`src/rtl/core/bal_pkg.sv`:
```
// bal_pkg: shared constants, codes and helpers of the bounded array list
// depends on nothing; used by bounded_array_list
`default_nettype none

package bal_pkg;

    // list geometry
    localparam int LIST_DEPTH = 16;
    localparam int ENTRY_BITS = 32;

    // field widths fixed by the port list
    localparam int FUNC_W  = 3;
    localparam int POS_W   = 4;
    localparam int VALUE_W = 32;
    localparam int STAT_W  = 2;
    localparam int RDATA_W = 32;
    localparam int COUNT_W = 5;

    // derived widths
    localparam int ADDR_W = (LIST_DEPTH > 1) ? $clog2(LIST_DEPTH) : 1;
    localparam int CNT_W  = $clog2(LIST_DEPTH + 1);
    localparam int CMP_W  = (CNT_W > POS_W) ? CNT_W : POS_W;

    typedef logic [ENTRY_BITS-1:0] entry_t;
    typedef logic [ADDR_W-1:0]     addr_t;
    typedef logic [CNT_W-1:0]      cnt_t;
    typedef logic [CMP_W-1:0]      cmp_t;

    typedef enum logic [FUNC_W-1:0] {
        FN_CLEAR       = 3'd0,
        FN_INSERT      = 3'd1,
        FN_REMOVE_LAST = 3'd2,
        FN_REMOVE_AT   = 3'd3,
        FN_READ_START  = 3'd4,
        FN_READ_END    = 3'd5
    } func_t;

    typedef enum logic [STAT_W-1:0] {
        ST_OK    = 2'd0,
        ST_FULL  = 2'd1,
        ST_EMPTY = 2'd2,
        ST_RANGE = 2'd3
    } status_t;

    // low bits of the input word, zero above
    function automatic entry_t fit_word(input logic [VALUE_W-1:0] v);
        entry_t r;
        for (int i = 0; i < ENTRY_BITS; i++)
        begin
            r[i] = (i < VALUE_W) ? v[i] : 1'b0;
        end
        return r;
    endfunction

    // entry shown on the read data port
    function automatic logic [RDATA_W-1:0] show_word(input entry_t e);
        logic [RDATA_W-1:0] r;
        for (int i = 0; i < RDATA_W; i++)
        begin
            r[i] = (i < ENTRY_BITS) ? e[i] : 1'b0;
        end
        return r;
    endfunction

    // low bits of the entry count for the count port
    function automatic logic [COUNT_W-1:0] show_count(input cnt_t c);
        logic [COUNT_W-1:0] r;
        for (int i = 0; i < COUNT_W; i++)
        begin
            r[i] = (i < CNT_W) ? c[i] : 1'b0;
        end
        return r;
    endfunction

endpackage

`default_nettype wire

```
`src/rtl/core/bounded_array_list.sv`:
```
// bounded_array_list: fixed-capacity ordered list of data words, top level
// depends on bal_pkg and bal_ram
//
//  channel | handshake          | payload
//  --------+--------------------+----------------------------------
//  in      | in_valid, in_stall | func, position, value
//  out     | out_valid, out_stall | status, read_data, count
//
// one request at a time; in_stall is low only while the sequencer is idle
// clear, remove last, unknown func and rejected requests go straight to done
// reads pass read and capture; insert and remove at p shift the entries behind p
// the shift loop reads, then writes, each entry through the single read port
// of the entry ram; a stalled result holds the sequencer in its final state
// rst_n clears the count and the sequencer; the entry ram holds no reset
`default_nettype none

module bounded_array_list
    import bal_pkg::*;
(
    input  wire logic               clk,
    input  wire logic               rst_n,
    // request side
    input  wire logic               in_valid,
    output logic                    in_stall,
    input  wire logic [FUNC_W-1:0]  func,
    input  wire logic [POS_W-1:0]   position,
    input  wire logic [VALUE_W-1:0] value,
    // result side
    output logic                    out_valid,
    input  wire logic               out_stall,
    output logic [STAT_W-1:0]       status,
    output logic [RDATA_W-1:0]      read_data,
    output logic [COUNT_W-1:0]      count
);

    // sequencer states, one-hot
    typedef enum logic [6:0] {
        S_IDLE     = 7'b0000001,
        S_SHIFT_RD = 7'b0000010,
        S_SHIFT_WR = 7'b0000100,
        S_PUT      = 7'b0001000,
        S_READ     = 7'b0010000,
        S_CAPTURE  = 7'b0100000,
        S_DONE     = 7'b1000000
    } state_t;

    state_t  state_reg, state_next;
    cnt_t    count_reg, count_next;
    addr_t   idx_reg, idx_next;
    addr_t   limit_reg, limit_next;
    logic    up_reg, up_next;
    entry_t  word_reg, word_next;
    status_t stat_reg, stat_next;
    logic [RDATA_W-1:0] rd_reg, rd_next;

    logic               out_valid_reg, out_valid_next;
    logic [STAT_W-1:0]  out_stat_reg, out_stat_next;
    logic [RDATA_W-1:0] out_rd_reg, out_rd_next;
    logic [COUNT_W-1:0] out_cnt_reg, out_cnt_next;

    // ram ports
    logic   ram_we;
    addr_t  ram_waddr;
    entry_t ram_wdata;
    addr_t  ram_raddr;
    entry_t ram_rdata;

    // shared index unit: neighbor of the current slot
    addr_t src;

    // request decode helpers
    logic accept;
    logic out_free;
    cmp_t pos_c;
    cmp_t cnt_c;
    cmp_t cnt_m1;
    cmp_t ins_p;
    cmp_t rd_idx;

    assign accept   = in_valid && (state_reg == S_IDLE);
    assign in_stall = (state_reg != S_IDLE);
    assign out_free = !out_valid_reg || !out_stall;

    assign pos_c  = CMP_W'(position);
    assign cnt_c  = CMP_W'(count_reg);
    assign cnt_m1 = cnt_c - CMP_W'(1);
    assign ins_p  = (pos_c > cnt_c) ? cnt_c : pos_c;
    assign rd_idx = (func_t'(func) == FN_READ_START) ? pos_c : (cnt_m1 - pos_c);

    // insert walks down from the tail, remove walks up from the hole
    assign src = up_reg ? (idx_reg - ADDR_W'(1)) : (idx_reg + ADDR_W'(1));

    // ram port muxing
    assign ram_we    = (state_reg == S_SHIFT_WR) || (state_reg == S_PUT);
    assign ram_waddr = (state_reg == S_PUT) ? limit_reg : idx_reg;
    assign ram_wdata = (state_reg == S_PUT) ? word_reg : ram_rdata;
    assign ram_raddr = (state_reg == S_READ) ? idx_reg : src;

    bal_ram #(
        .WIDTH (ENTRY_BITS),
        .DEPTH (LIST_DEPTH)
    ) u_ram (
        .clk   (clk),
        .we    (ram_we),
        .waddr (ram_waddr),
        .wdata (ram_wdata),
        .raddr (ram_raddr),
        .rdata (ram_rdata)
    );

    // sequencer
    always_comb
    begin
        state_next = state_reg;
        count_next = count_reg;
        idx_next   = idx_reg;
        limit_next = limit_reg;
        up_next    = up_reg;
        word_next  = word_reg;
        stat_next  = stat_reg;
        rd_next    = rd_reg;

        out_valid_next = out_valid_reg && out_stall;
        out_stat_next  = out_stat_reg;
        out_rd_next    = out_rd_reg;
        out_cnt_next   = out_cnt_reg;

        case (state_reg)
            S_IDLE:
            begin
                if (accept)
                begin
                    stat_next  = ST_OK;
                    rd_next    = '0;
                    word_next  = fit_word(value);
                    state_next = S_DONE;
                    case (func_t'(func))
                        FN_CLEAR:
                        begin
                            count_next = '0;
                        end
                        FN_INSERT:
                        begin
                            if (cnt_c >= CMP_W'(LIST_DEPTH))
                            begin
                                stat_next = ST_FULL;
                            end
                            else
                            begin
                                // a position past the tail appends
                                idx_next   = cnt_c[ADDR_W-1:0];
                                limit_next = ins_p[ADDR_W-1:0];
                                up_next    = 1'b1;
                                state_next = (ins_p == cnt_c) ? S_PUT : S_SHIFT_RD;
                            end
                        end
                        FN_REMOVE_LAST:
                        begin
                            if (count_reg == '0)
                            begin
                                stat_next = ST_EMPTY;
                            end
                            else
                            begin
                                count_next = count_reg - CNT_W'(1);
                            end
                        end
                        FN_REMOVE_AT:
                        begin
                            if (count_reg == '0)
                            begin
                                stat_next = ST_EMPTY;
                            end
                            else if (pos_c >= cnt_c)
                            begin
                                stat_next = ST_RANGE;
                            end
                            else if (pos_c == cnt_m1)
                            begin
                                // removing the tail needs no shift
                                count_next = count_reg - CNT_W'(1);
                            end
                            else
                            begin
                                idx_next   = pos_c[ADDR_W-1:0];
                                limit_next = cnt_m1[ADDR_W-1:0];
                                up_next    = 1'b0;
                                state_next = S_SHIFT_RD;
                            end
                        end
                        FN_READ_START, FN_READ_END:
                        begin
                            if (count_reg == '0)
                            begin
                                stat_next = ST_EMPTY;
                            end
                            else if (pos_c >= cnt_c)
                            begin
                                stat_next = ST_RANGE;
                            end
                            else
                            begin
                                idx_next   = rd_idx[ADDR_W-1:0];
                                state_next = S_READ;
                            end
                        end
                        default:
                        begin
                            // unused codes: no change, status ok
                        end
                    endcase
                end
            end
            S_SHIFT_RD:
            begin
                // neighbor read is in flight
                state_next = S_SHIFT_WR;
            end
            S_SHIFT_WR:
            begin
                // neighbor lands in the current slot
                idx_next = src;
                if (src == limit_reg)
                begin
                    if (up_reg)
                    begin
                        state_next = S_PUT;
                    end
                    else
                    begin
                        count_next = count_reg - CNT_W'(1);
                        state_next = S_DONE;
                    end
                end
                else
                begin
                    state_next = S_SHIFT_RD;
                end
            end
            S_PUT:
            begin
                count_next = count_reg + CNT_W'(1);
                state_next = S_DONE;
            end
            S_READ:
            begin
                state_next = S_CAPTURE;
            end
            S_CAPTURE:
            begin
                rd_next    = show_word(ram_rdata);
                state_next = S_DONE;
            end
            S_DONE:
            begin
                // wait for room in the result register
                if (out_free)
                begin
                    out_valid_next = 1'b1;
                    out_stat_next  = stat_reg;
                    out_rd_next    = rd_reg;
                    out_cnt_next   = show_count(count_reg);
                    state_next     = S_IDLE;
                end
            end
            default:
            begin
                state_next = S_IDLE;
            end
        endcase
    end

    // control state
    always_ff @(posedge clk or negedge rst_n)
    begin
        if (!rst_n)
        begin
            state_reg     <= S_IDLE;
            count_reg     <= '0;
            out_valid_reg <= 1'b0;
        end
        else
        begin
            state_reg     <= state_next;
            count_reg     <= count_next;
            out_valid_reg <= out_valid_next;
        end
    end

    // payload and work registers
    always_ff @(posedge clk)
    begin
        idx_reg      <= idx_next;
        limit_reg    <= limit_next;
        up_reg       <= up_next;
        word_reg     <= word_next;
        stat_reg     <= stat_next;
        rd_reg       <= rd_next;
        out_stat_reg <= out_stat_next;
        out_rd_reg   <= out_rd_next;
        out_cnt_reg  <= out_cnt_next;
    end

    assign out_valid = out_valid_reg;
    assign status    = out_stat_reg;
    assign read_data = out_rd_reg;
    assign count     = out_cnt_reg;

endmodule

`default_nettype wire

```
`src/rtl/core/bal_ram.sv`:
```
// bal_ram: generic simple dual-port ram, one write and one registered read port
// depends on nothing
`default_nettype none

module bal_ram #(
    parameter int WIDTH = 32,
    parameter int DEPTH = 16
) (
    input  wire logic                                  clk,
    input  wire logic                                  we,
    input  wire logic [((DEPTH > 1) ? $clog2(DEPTH) : 1)-1:0] waddr,
    input  wire logic [WIDTH-1:0]                      wdata,
    input  wire logic [((DEPTH > 1) ? $clog2(DEPTH) : 1)-1:0] raddr,
    output logic      [WIDTH-1:0]                      rdata
);

    logic [WIDTH-1:0] mem [DEPTH];

    always_ff @(posedge clk)
    begin
        if (we)
        begin
            mem[waddr] <= wdata;
        end
        rdata <= mem[raddr];
    end

endmodule

`default_nettype wire
```
`config.mk`:
```
export PLATFORM = sky130hd
export DESIGN_NAME = bounded_array_list
export DESIGN_NICKNAME = d
export VERILOG_FILES = /design/src/rtl/core/bal_pkg.sv /design/src/rtl/core/bounded_array_list.sv /design/src/rtl/core/bal_ram.sv
export SDC_FILE = /design/constraint.sdc
export NUM_CORES = 1
export LEC_CHECK = 0
export BUFFER_PORTS_ARGS = -buffer_cell sky130_fd_sc_hd__buf_2
export CAP_MARGIN = 20
export CORE_ASPECT_RATIO = 1.1
export CORE_MARGIN = 2
export CORE_UTILIZATION = 40
export CTS_BUF_LIST = sky130_fd_sc_hd__clkbuf_8
export CTS_CLUSTER_SIZE = 8
export DETAILED_ROUTE_END_ITERATION = 12
export GPL_TIMING_DRIVEN = 0
export SLEW_MARGIN = 30
export SYNTH_ARGS = -nofsm -noshare
export SYNTH_HDL_FRONTEND = slang
export SYNTH_SLANG_ARGS = --single-unit
```
`constraint.sdc`:
```
create_clock -name clk -period 5.82 [get_ports clk]
set_input_delay 1.164 -clock clk [delete_from_list [all_inputs] [get_ports clk]]
set_output_delay 1.164 -clock clk [all_outputs]
set_load 0.005 [all_outputs]
```
# Word level (Yosys, flattened, before mapping)
# Memory sizes are Yosys's and may differ from the RTL's. A register that Yosys moved wholly into a read port is not among the register bits.
# Cells that the tools add are included.
op_classes:
  n_reduce_logical: 22
  magnitude_cmp: 3
  muxes: 58
  addsub: 5
  eq_ne: 34
op_table:
  columns: ["op", "count"]
  rows:
  - ["2-to-1 mux 7 bit", 10]
  - ["2-to-1 mux 32 bit", 2]
  - ["2-to-1 mux 4 bit", 16]
  - ["case mux 32 bit (2 select lines)", 1]
  - ["case mux 7 bit (6 select lines)", 1]
  - ["2-to-1 mux 5 bit", 8]
  - ["case mux 5 bit (3 select lines)", 2]
  - ["inequality test 3 bit, second input constant", 8]
  - ["case mux 7 bit (3 select lines)", 1]
  - ["AND reduction 9 bit", 2]
  - ["case mux 4 bit (2 select lines)", 2]
  - ["inequality test 2 bit, second input constant", 7]
  - ["case mux 4 bit (3 select lines)", 1]
  - ["2-to-1 mux 1 bit", 9]
  - ["inequality test 4 x 1 -> 1 bit, second input constant", 2]
  - ["AND reduction 2 bit", 4]
  - ["== test 7 x 1 -> 1 bit, second input constant", 1]
  - ["== test 7 x 2 -> 1 bit, second input constant", 1]
  - ["== test 7 x 3 -> 1 bit, second input constant", 1]
  - ["== test 7 x 4 -> 1 bit, second input constant", 1]
  - ["== test 7 x 5 -> 1 bit, second input constant", 1]
  - ["== test 7 x 6 -> 1 bit, second input constant", 1]
  - ["== test 7 bit, second input constant", 1]
  - ["inequality test 7 x 1 -> 1 bit, second input constant", 1]
  - ["other kinds (28)", 38]
totals:
  ramBits: 512
  inputBits: 43
  mem_count: 1
  ff_bits: 127
  wordCells: 135
  out_inout_bits: 41
memory_table:
  columns: ["name", "depth", "word_bits", "rd", "rd_clocked_by_memory_dff", "wr", "line_no", "source"]
  rows:
  - ["u_ram.mem", 16, 32, 1, 1, 1, "bal_ram.sv:17", "logic [WIDTH-1:0] mem [DEPTH];"]

# Longest topological paths before layout
# Gate-level depths: netlist (run 1).
logic_depth:
  ltp_word: 8
  mapped_depth: 11
  depth_no_buf: 10

# Modules after synthesis
# A second synthesis (run 1) with hierarchy kept.
unflattened:
  cells_unflattened: 1377
  hier_area_um2: 25976.2
by_module_without_submodules:
  columns: ["mod", "seq_area_each_um2", "instances", "area_each_um2", "cells_each"]
  rows:
  - ["bal_ram", 16015.4, 1, 19835.3, 838]
  - ["bounded_array_list", 3749.8, 1, 6140.9, 539]

# Least setup slack after synthesis (run 1)
# OpenSTA, ideal clock, no wires.
synth_timing:
  kind: "flip-flop to flip-flop"
  from: "register idx_reg[0]"
  to: "memory u_ram.mem[1][0], enable pin"
  setup_time_ps: 421
  synth_period_minus_slack_ps: 3619
  stages_incl_launch_ff: 9
  required_ps: 5399
  path_slack_ps: 2201
  n_path_buf: 5
  t_arrival_ps: 3197
  cell_sequence: "edfxtp_1 -> buf_2 -> buf_2 -> buf_2 -> buf_2 -> buf_2 -> and2_1 -> a22oi_1 -> nor2_1"
synth_between:
  elab_chain_cells: 1
synth_rtl:
  columns: ["element", "line_no", "source"]
  rows:
  - ["start: declaration", "bounded_array_list.sv:49", "addr_t idx_reg, idx_next;"]
  - ["start signal: assignment", "bounded_array_list.sv:293", "idx_reg <= idx_next;"]
  - ["2-to-1 mux 4 bit", "bounded_array_list.sv:95", "assign ram_waddr = (state_reg == S_PUT) ? limit_reg : idx_reg;"]
  - ["end: declaration", "bal_ram.sv:17", null]
# Every way passes these cells.

# Worst setup path in the final report (run 1)
layout_timing:
  from: "register idx_reg[1]"
  to: "register u_ram.rdata[21], read port of u_ram.mem"
layout_between:
  elab_chain_cells: 3
  word_cells_on_any_way: 4
  classes_between: "add/sub: 2; mux: 2"
layout_rtl:
  columns: ["element", "line_no", "source"]
  rows:
  - ["adder 4 x 1 -> 4 bit / subtractor 4 x 1 -> 4 bit (equally long branches)", "bounded_array_list.sv:91", "assign src = up_reg ? (idx_reg - ADDR_W'(1)) : (idx_reg + ADDR_W'(1));"]
  - ["2-to-1 mux 4 bit", "bounded_array_list.sv:91", null]
  - ["2-to-1 mux 4 bit (*)", "bounded_array_list.sv:97", "assign ram_raddr = (state_reg == S_READ) ? idx_reg : src;"]
  - ["end: declaration", "bal_ram.sv:14", "output logic [WIDTH-1:0] rdata"]
# Every way passes the cells marked *; elsewhere a longest branch is shown, timed or not.
# A chain may end at the register's enable or synchronous reset.

==> impl_results.md, run 1 <==
* Die Area at a little under 80,000 um^2
* Async S/R FF share, synth at 0.01937
* Final setup vio count at 0
* Worst-path clk slew at ~0.07 ns
* Dpl hpwl at ~62 mm
* Largest family of logic cells by synthesized area: multiplexers
* Vias per inst at roughly 6.0
* Seq cells post-synth at approximately 670
* Most common cell in the netlist: edfxtp_1
* CP startpoint kind: flop
* P per Cell Area at about 440 nW/um^2
* Crit path max fanout at 10
* Multi-input gate area at ~10000 um^2
* Final core utilization at 0.4628
* # hold bufs at CTS at 0
* GRT overflow at 0
* Via count at 19,680
* Most frequent cells after synthesis: edfxtp_1 (626), nand2_1 (341), mux2i_1 (139)
* Sequential area share after synthesis at 0.6562
* Top FF cell, synth: edfxtp_1
* Register area at 19,770 um^2
* Final hold vios at 0
* ANT nets after route at 0
* CP arrival at slightly below 5 ns
* Syn nets at 2,087
* Port buffer count at 82
* Max Fclk at approximately 240 MHz
* Compound-gate portion of the synthesized area at 0.07004
* Clk root buf: clkbuf_8
* Core Rows at ~110
* Die X at about 270 um
* Initial core utilization at 0.4036
* Yosys top cell by area: edfxtp_1
* RSZ-0062 raised after global routing: false
* Status: completed
* Largest register by flop count: u_ram.mem
* Post-Synth Adder-Cell Area at 0.006314
* Post-DR wirelength/cell at between 20 and 30 um
* Global-route wire length before repair at between 100 and 150 mm
* Layout area overhead at 14.66%
* Crit share post-route at 0.7140
* Final cell count without fillers at approximately 3,300
* Setup WS pre-CTS at between 1.5 and 2 ns
* Number of buffers created by CTS at 103
* Largest net degree at the start of global routing at 33
* Syn Area/Cell at roughly 15 um^2
* Slew @ Worst Pin at approximately 1 ns
* Xor and xnor area share after synthesis at 0.006979
* Fin worst setup slack at 1.665 ns
* Clock net sink count at 671
* DR pass1 iterations at 7
* Layout cells sized above 1 at 0.2051
* Placed inst area at approximately 33,000 um^2
* VDD IR max at roughly 0.00023 V
* Critical path type: flop to flop
* Clk buf depth at 3
* Total GRT Usage at 0.2264
* Yosys warning total at 0
* Fillers at around 6,500
* Postcts setup bufs at 0
* Relative slew margins at 0.3353
* Post-synth cell types at between 70 and 80
* Clk_lat worst skew at ~0.75 ns
* Top cells by area, synth: edfxtp_1 (62%), mux4_2 (10%), mux2i_1 (4.6%), nand2_1 (4.2%), o22ai_1 (2.5%)
* EDFF count, synth at roughly 630
* IO Count at 84
* Post-CTS Resized at 0
* CTS tree: done
* Leakage at about 12 nW
* DR iter-0 viols at approximately 2,300
* Routability cong. at 0.9193
* Final slew viol count at 0
* Fin crit period at 4.155 ns
* Sum Neg Setup Slack at 0 ns
* DRT Wirelength at just under 90 mm
* Post-synthesis mux area share at 0.1501
* Mapped Area at approximately 30,000 um^2
* CTS H-tree lvls at 3
* Max cap viols at 0
* Cells after DPL at 3,110
* Min Hold Slack at about 0.32 ns
* Fin nets at roughly 2,300
* Post-Synthesis Cells at roughly 2,000
* CP required at ~6.5 ns
* Antenna violations before repair at 3
* Total Power at 15.24 mW
* Crit. End Element: flop
* Worst Clk Skew at 0.03457 ns
* Design Area, Final at 34,530 um^2
* Simple-Gate Fraction of Synth Area at 0.08769
* Die Span Y at about 290 um
* DRC at 0
* Synth top area share at 0.6241
* Min-Delay Path Class: primary input to asynchronous set/reset pin
* Core Region at 74,620 um^2
* Vias in the first global route at between 15,000 and 20,000
* Flip-flop count of the largest register after layout at 512
## power by group
part / switching (mW) / leakage (nW) / internal, mW / total (mW)
clock: 1.84 / 1.08 / 1.70 / 3.54
sequential: 0.210 / 6.13 / 6.28 / 6.49
combinational: 3.57 / 5.10 / 1.63 / 5.20
## cells in the final DEF (no fill, tap or decap), types with 60 or more instances in the layout
| cell type | count |
|---|---|
| mux4_2 | 138 |
| edfxtp_1 | 626 |
| o22ai_1 | 118 |
| buf_2 | 141 |
| mux2i_1 | 139 |
| clkbuf_1 | 60 |
| nand3_1 | 66 |
| clkbuf_8 | 107 |
| nand2_1 | 341 |
| inv_1 | 65 |
## layout make-up
type                    instances  area share
flip-flops and latches        671      0.5723
multi-input cells            1200      0.2844
clock buffers                 107     0.04264
repair buffers                117     0.03645
well taps                     963     0.03489
plain buffers                 138     0.01754
clock inverters                72    0.009420
inverters                      21    0.002283
diodes                          1  0.00007246
## worst max-delay path, cell delays in order, from the launching register on
cell and delay (ns):
edfxtp_1 0.56, fa_1 0.56, xor2_2 0.72, clkbuf_1 0.58, buf_1 0.57, nand2_1 0.14
nand2_1 0.11, o22ai_1 0.08, a211oi_1 0.59, or3_1 0.21
## metal layers
layer | wire [um] | global-route usage
met1 | 35320 | 0.2977
met2 | 42390 | 0.3745
met3 | 7616 | 0.04292
met4 | 2861 | 0.08413
met5 | 12 | 0
## cells by family after synthesis
kind of cell	Yosys count
flops	671
compound gates	304
xor+xnor	19
buf+inv	159
fa+ha+maj	14
simple gates	584
mux	279
## final timing paths
| kind | startpoint | endpoint | slack (ns) | cells past startpoint |
|---|---|---|---|---|
| worst max-delay path | idx_reg[1] | u_ram.rdata[21] | 1.66 | 9 |
| worst min-delay path | rst_n | out_valid | 0.32 | 1 |
| worst max register to register | idx_reg[1] | u_ram.rdata[21] | 1.66 | 9 |
| worst min register to register | rd_reg[26] | read_data[26] | 0.41 | 0 |
| max in group asynchronous | rst_n | state_reg[0] | 5.21 | 1 |
| min in group clk | rd_reg[26] | read_data[26] | 0.41 | 0 |
(Power assumes the default switching activity.)
==> run 2: changes to the inputs <==
==> constraint.sdc (replaced) <==
create_clock -name clk -period 4.2 [get_ports clk]
set_input_delay 0.84 -clock clk [delete_from_list [all_inputs] [get_ports clk]]
set_output_delay 0.84 -clock clk [all_outputs]
set_load 0.005 [all_outputs]
==> run 2 against run 1 <==
Net effect:
- non-clock buffer count up 1
- first-iteration DRC count is 6.3% higher
- worst setup slack got worse by 1.6 ns
- die area did not move
- final area is essentially flat
- combinational power up 39%
- global-route usage stayed put
- maximum frequency up 0.73%
- register-to-register slack got worse by 1.6 ns
- critical path type unchanged
- largest cell class unchanged
- largest power group unchanged
==> impl_results.md, run 2 (synthesis gave the netlist of run 1 again) <==
* Status: completed
* Relative slew margins at 0.3200 (-0.01530)
* CP top delay family: buffers and inverters
* Largest register by flop count: u_ram.mem
* Worst path cell trace: buf_2, buf_2, buf_2, buf_2, buf_2, and2_1, a32oi_1, buf_2, nor2_4, buf_16, buf_16
* Antenna violations before repair at 3 (unchanged)
* GRT overflow at 0 (unchanged)
* Flop pwr share at 0.426 (about the same)
* Switching Share at 0.3697 (+0.0004523)
* CP arrival at 4.55 ns (-0.29 ns)
* Clk root buf: clkbuf_8
* Vias in the first global route at 19,750 (+0.030%)
* Comb power frac at 0.342 (about the same)
* Hold_sp: value[25]
* DRC at 0 (unchanged)
* Largest stage delay, worst path at 0.44 ns (-0.28 ns)
* Layout cells sized above 1 at 0.2058 (+0.0007713)
* Number of buffers created by CTS at 103 (unchanged)
* Most frequent cells in the layout: edfxtp_1 (626), nand2_1 (341), buf_2 (141)
* End of the worst hold path: word_reg[25]
* Fin crit period at 4.125 ns (-0.03006 ns)
* Flip-flop count of the largest register after layout at 512 (unchanged)
* Worst reg2reg setup slack at 0.07 ns (-1.59 ns)
* Global-route wire length before repair at 129.1 mm (about the same)
* Layout area overhead at 14.76% (about the same)
* Max Fclk at 242.4 MHz (+0.73%)
* Post-DR wirelength/cell at 26.91 um (+0.39%)
* Min-Delay Path Class: primary input to flop
* Fin nets at 2,310 (+0.043%)
* Routability cong. at 0.9193 (unchanged)
* Clk buf depth at 3 (unchanged)
* P per Cell Area at 611.4 nW/um^2 (+39%)
* Largest net degree at the start of global routing at 33 (unchanged)
* Vias per inst at 5.998 (+0.30%)
* Die Span Y at 291.8 um (unchanged)
* Total Power at 21.13 mW (+39%)
* Dpl hpwl at 61.59 mm (unchanged)
* DR iter-0 viols at 2,426 (+6.3%)
* Initial core utilization at 0.4036 (unchanged)
* Hold Path Stages at 1
* Final setup vio count at 0 (unchanged)
* Slowest-stage cell, CP: buf_2
* Die Area at 77,510 um^2 (unchanged)
* Multi-input gate area at 9842 um^2 (+0.22%)
* CTS H-tree lvls at 3 (unchanged)
* Total GRT Usage at 0.2264 (unchanged)
* Core Rows at 105 (unchanged)
* Commonest non-fill, non-tap cell in the layout: edfxtp_1
* Port buffer count at 82 (unchanged)
* RSZ-0062 raised after global routing: false
* DRT Wirelength at 88.57 mm (+0.42%)
* Final slew viol count at 0 (unchanged)
* Worst-path clk slew at 0.06 ns (about the same)
* Min Hold Slack at 0.2700 ns (-0.05040 ns)
* CP required at 4.63 ns (-1.88 ns)
* Register area at 19,770 um^2 (unchanged)
* CTS tree: done
* Reg2reg path depth at 11 (+2)
* ANT nets after route at 0 (unchanged)
* R2r endpoint: u_ram.mem[11][18]
* Clock power frac at 0.232 (about the same)
* Final hold vios at 0 (unchanged)
* Crit path max fanout at 16 (+6)
* IO Count at 84 (unchanged)
* Crit. End Element: flop
* Leakage at 12.32 nW (about the same)
* Worst Clk Skew at 0.03436 ns (-0.0002065 ns)
* VDD IR max at 0.0003149 V (+39%)
* Design Area, Final at 34,570 um^2 (about the same)
* Crit share post-route at 0.9822 (+0.2682)
* Placed inst area at 32,730 um^2 (unchanged)
* DR pass1 iterations at 7 (unchanged)
* Core Region at 74,620 um^2 (unchanged)
* Via count at 19,740 (+0.33%)
* Slew @ Worst Pin at 1.015 ns (+0.02284 ns)
* Max cap viols at 0 (unchanged)
* Fillers at 6,525 (-0.061%)
* Clk_lat worst skew at 0.75 ns (about the same)
* Critical path type: flop to flop
* NetSw at 7.814 mW (+39%)
* Worst r2r src: idx_reg[0]
* Clock net sink count at 671 (unchanged)
* CP startpoint kind: flop
* CP bufs+invs at 8 (+6)
* Die X at 265.6 um (unchanged)
* Most used cell, CP: buf_2
* P_int at 13.32 mW (+39%)
-- run 2: cell count changes in the layout (fill, tap and decap cells not counted), sizes merged --
cell	change
dlygate4sd3	+1
-- run 2: repair_timing --
action                     in CTS  in global routing
buffers inserted                0                  0
hold endpoints to repair       12                  0
setup endpoints to repair      49                 11
cloned                          0                  0
gates resized for setup         1                  3
hold buffers                    1                  0
pin swaps                       0                  0
-- run 2: per-stage QoR --
step           worst slack (ns)  instances  setup TNS (ns)    util
2_1_floorplan            0.5814       2030               0       -
3_3_place_gp             -2.004       3075         -849.36  0.4253
3_5_place_dp            -0.1004       3110          -3.199  0.4386
4_1_cts                  0.1017       3290               0  0.4629
5_1_grt                 0.02966       3291               0  0.4632
6_report                0.07481       3291               0  0.4632
-- run 2: routing by layer --
layer | track usage | vias to the layer above | share of wire
li1 | - | 8457 | -
met1 | 0.2977 | 10050 | 0.40
met2 | 0.3745 | 1070 | 0.48
met3 | 0.04284 | 166 | 0.091
met4 | 0.08413 | 2 | 0.033
met5 | 0 | - | 0.00014
-- run 2: area by class of cell --
class,count,area share
inverters,21,0.002280
well taps,963,0.03486
multi-input cells,1200,0.2847
repair buffers,118,0.03670
diodes,1,0.00007240
clock buffers,107,0.04260
flip-flops and latches,671,0.5718
plain buffers,138,0.01752
clock inverters,72,0.009411
-- run 2: worst max-delay path by stage --
stage	from	end	cells past startpoint
floorplan	idx_reg[0]	u_ram.mem[1][0]	8
global placement	idx_reg[0]	u_ram.mem[5][30]	8
detailed placement	idx_reg[0]	u_ram.mem[4][30]	9
CTS	idx_reg[0]	u_ram.mem[11][18]	11
global route	idx_reg[0]	u_ram.mem[11][18]	11
finish	idx_reg[0]	u_ram.mem[11][18]	11
-- run 2: power by group through the flow --
stage	clock network [mW]	registers (mW)	logic (mW)
2_1_floorplan	0	8.96	4.38
3_3_place_gp	0	9.12	6.85
3_5_place_dp	0	9.12	7.07
4_1_cts	4.99	8.98	7.09
5_1_grt	5.29	9.03	7.62
6_report	4.91	8.99	7.23
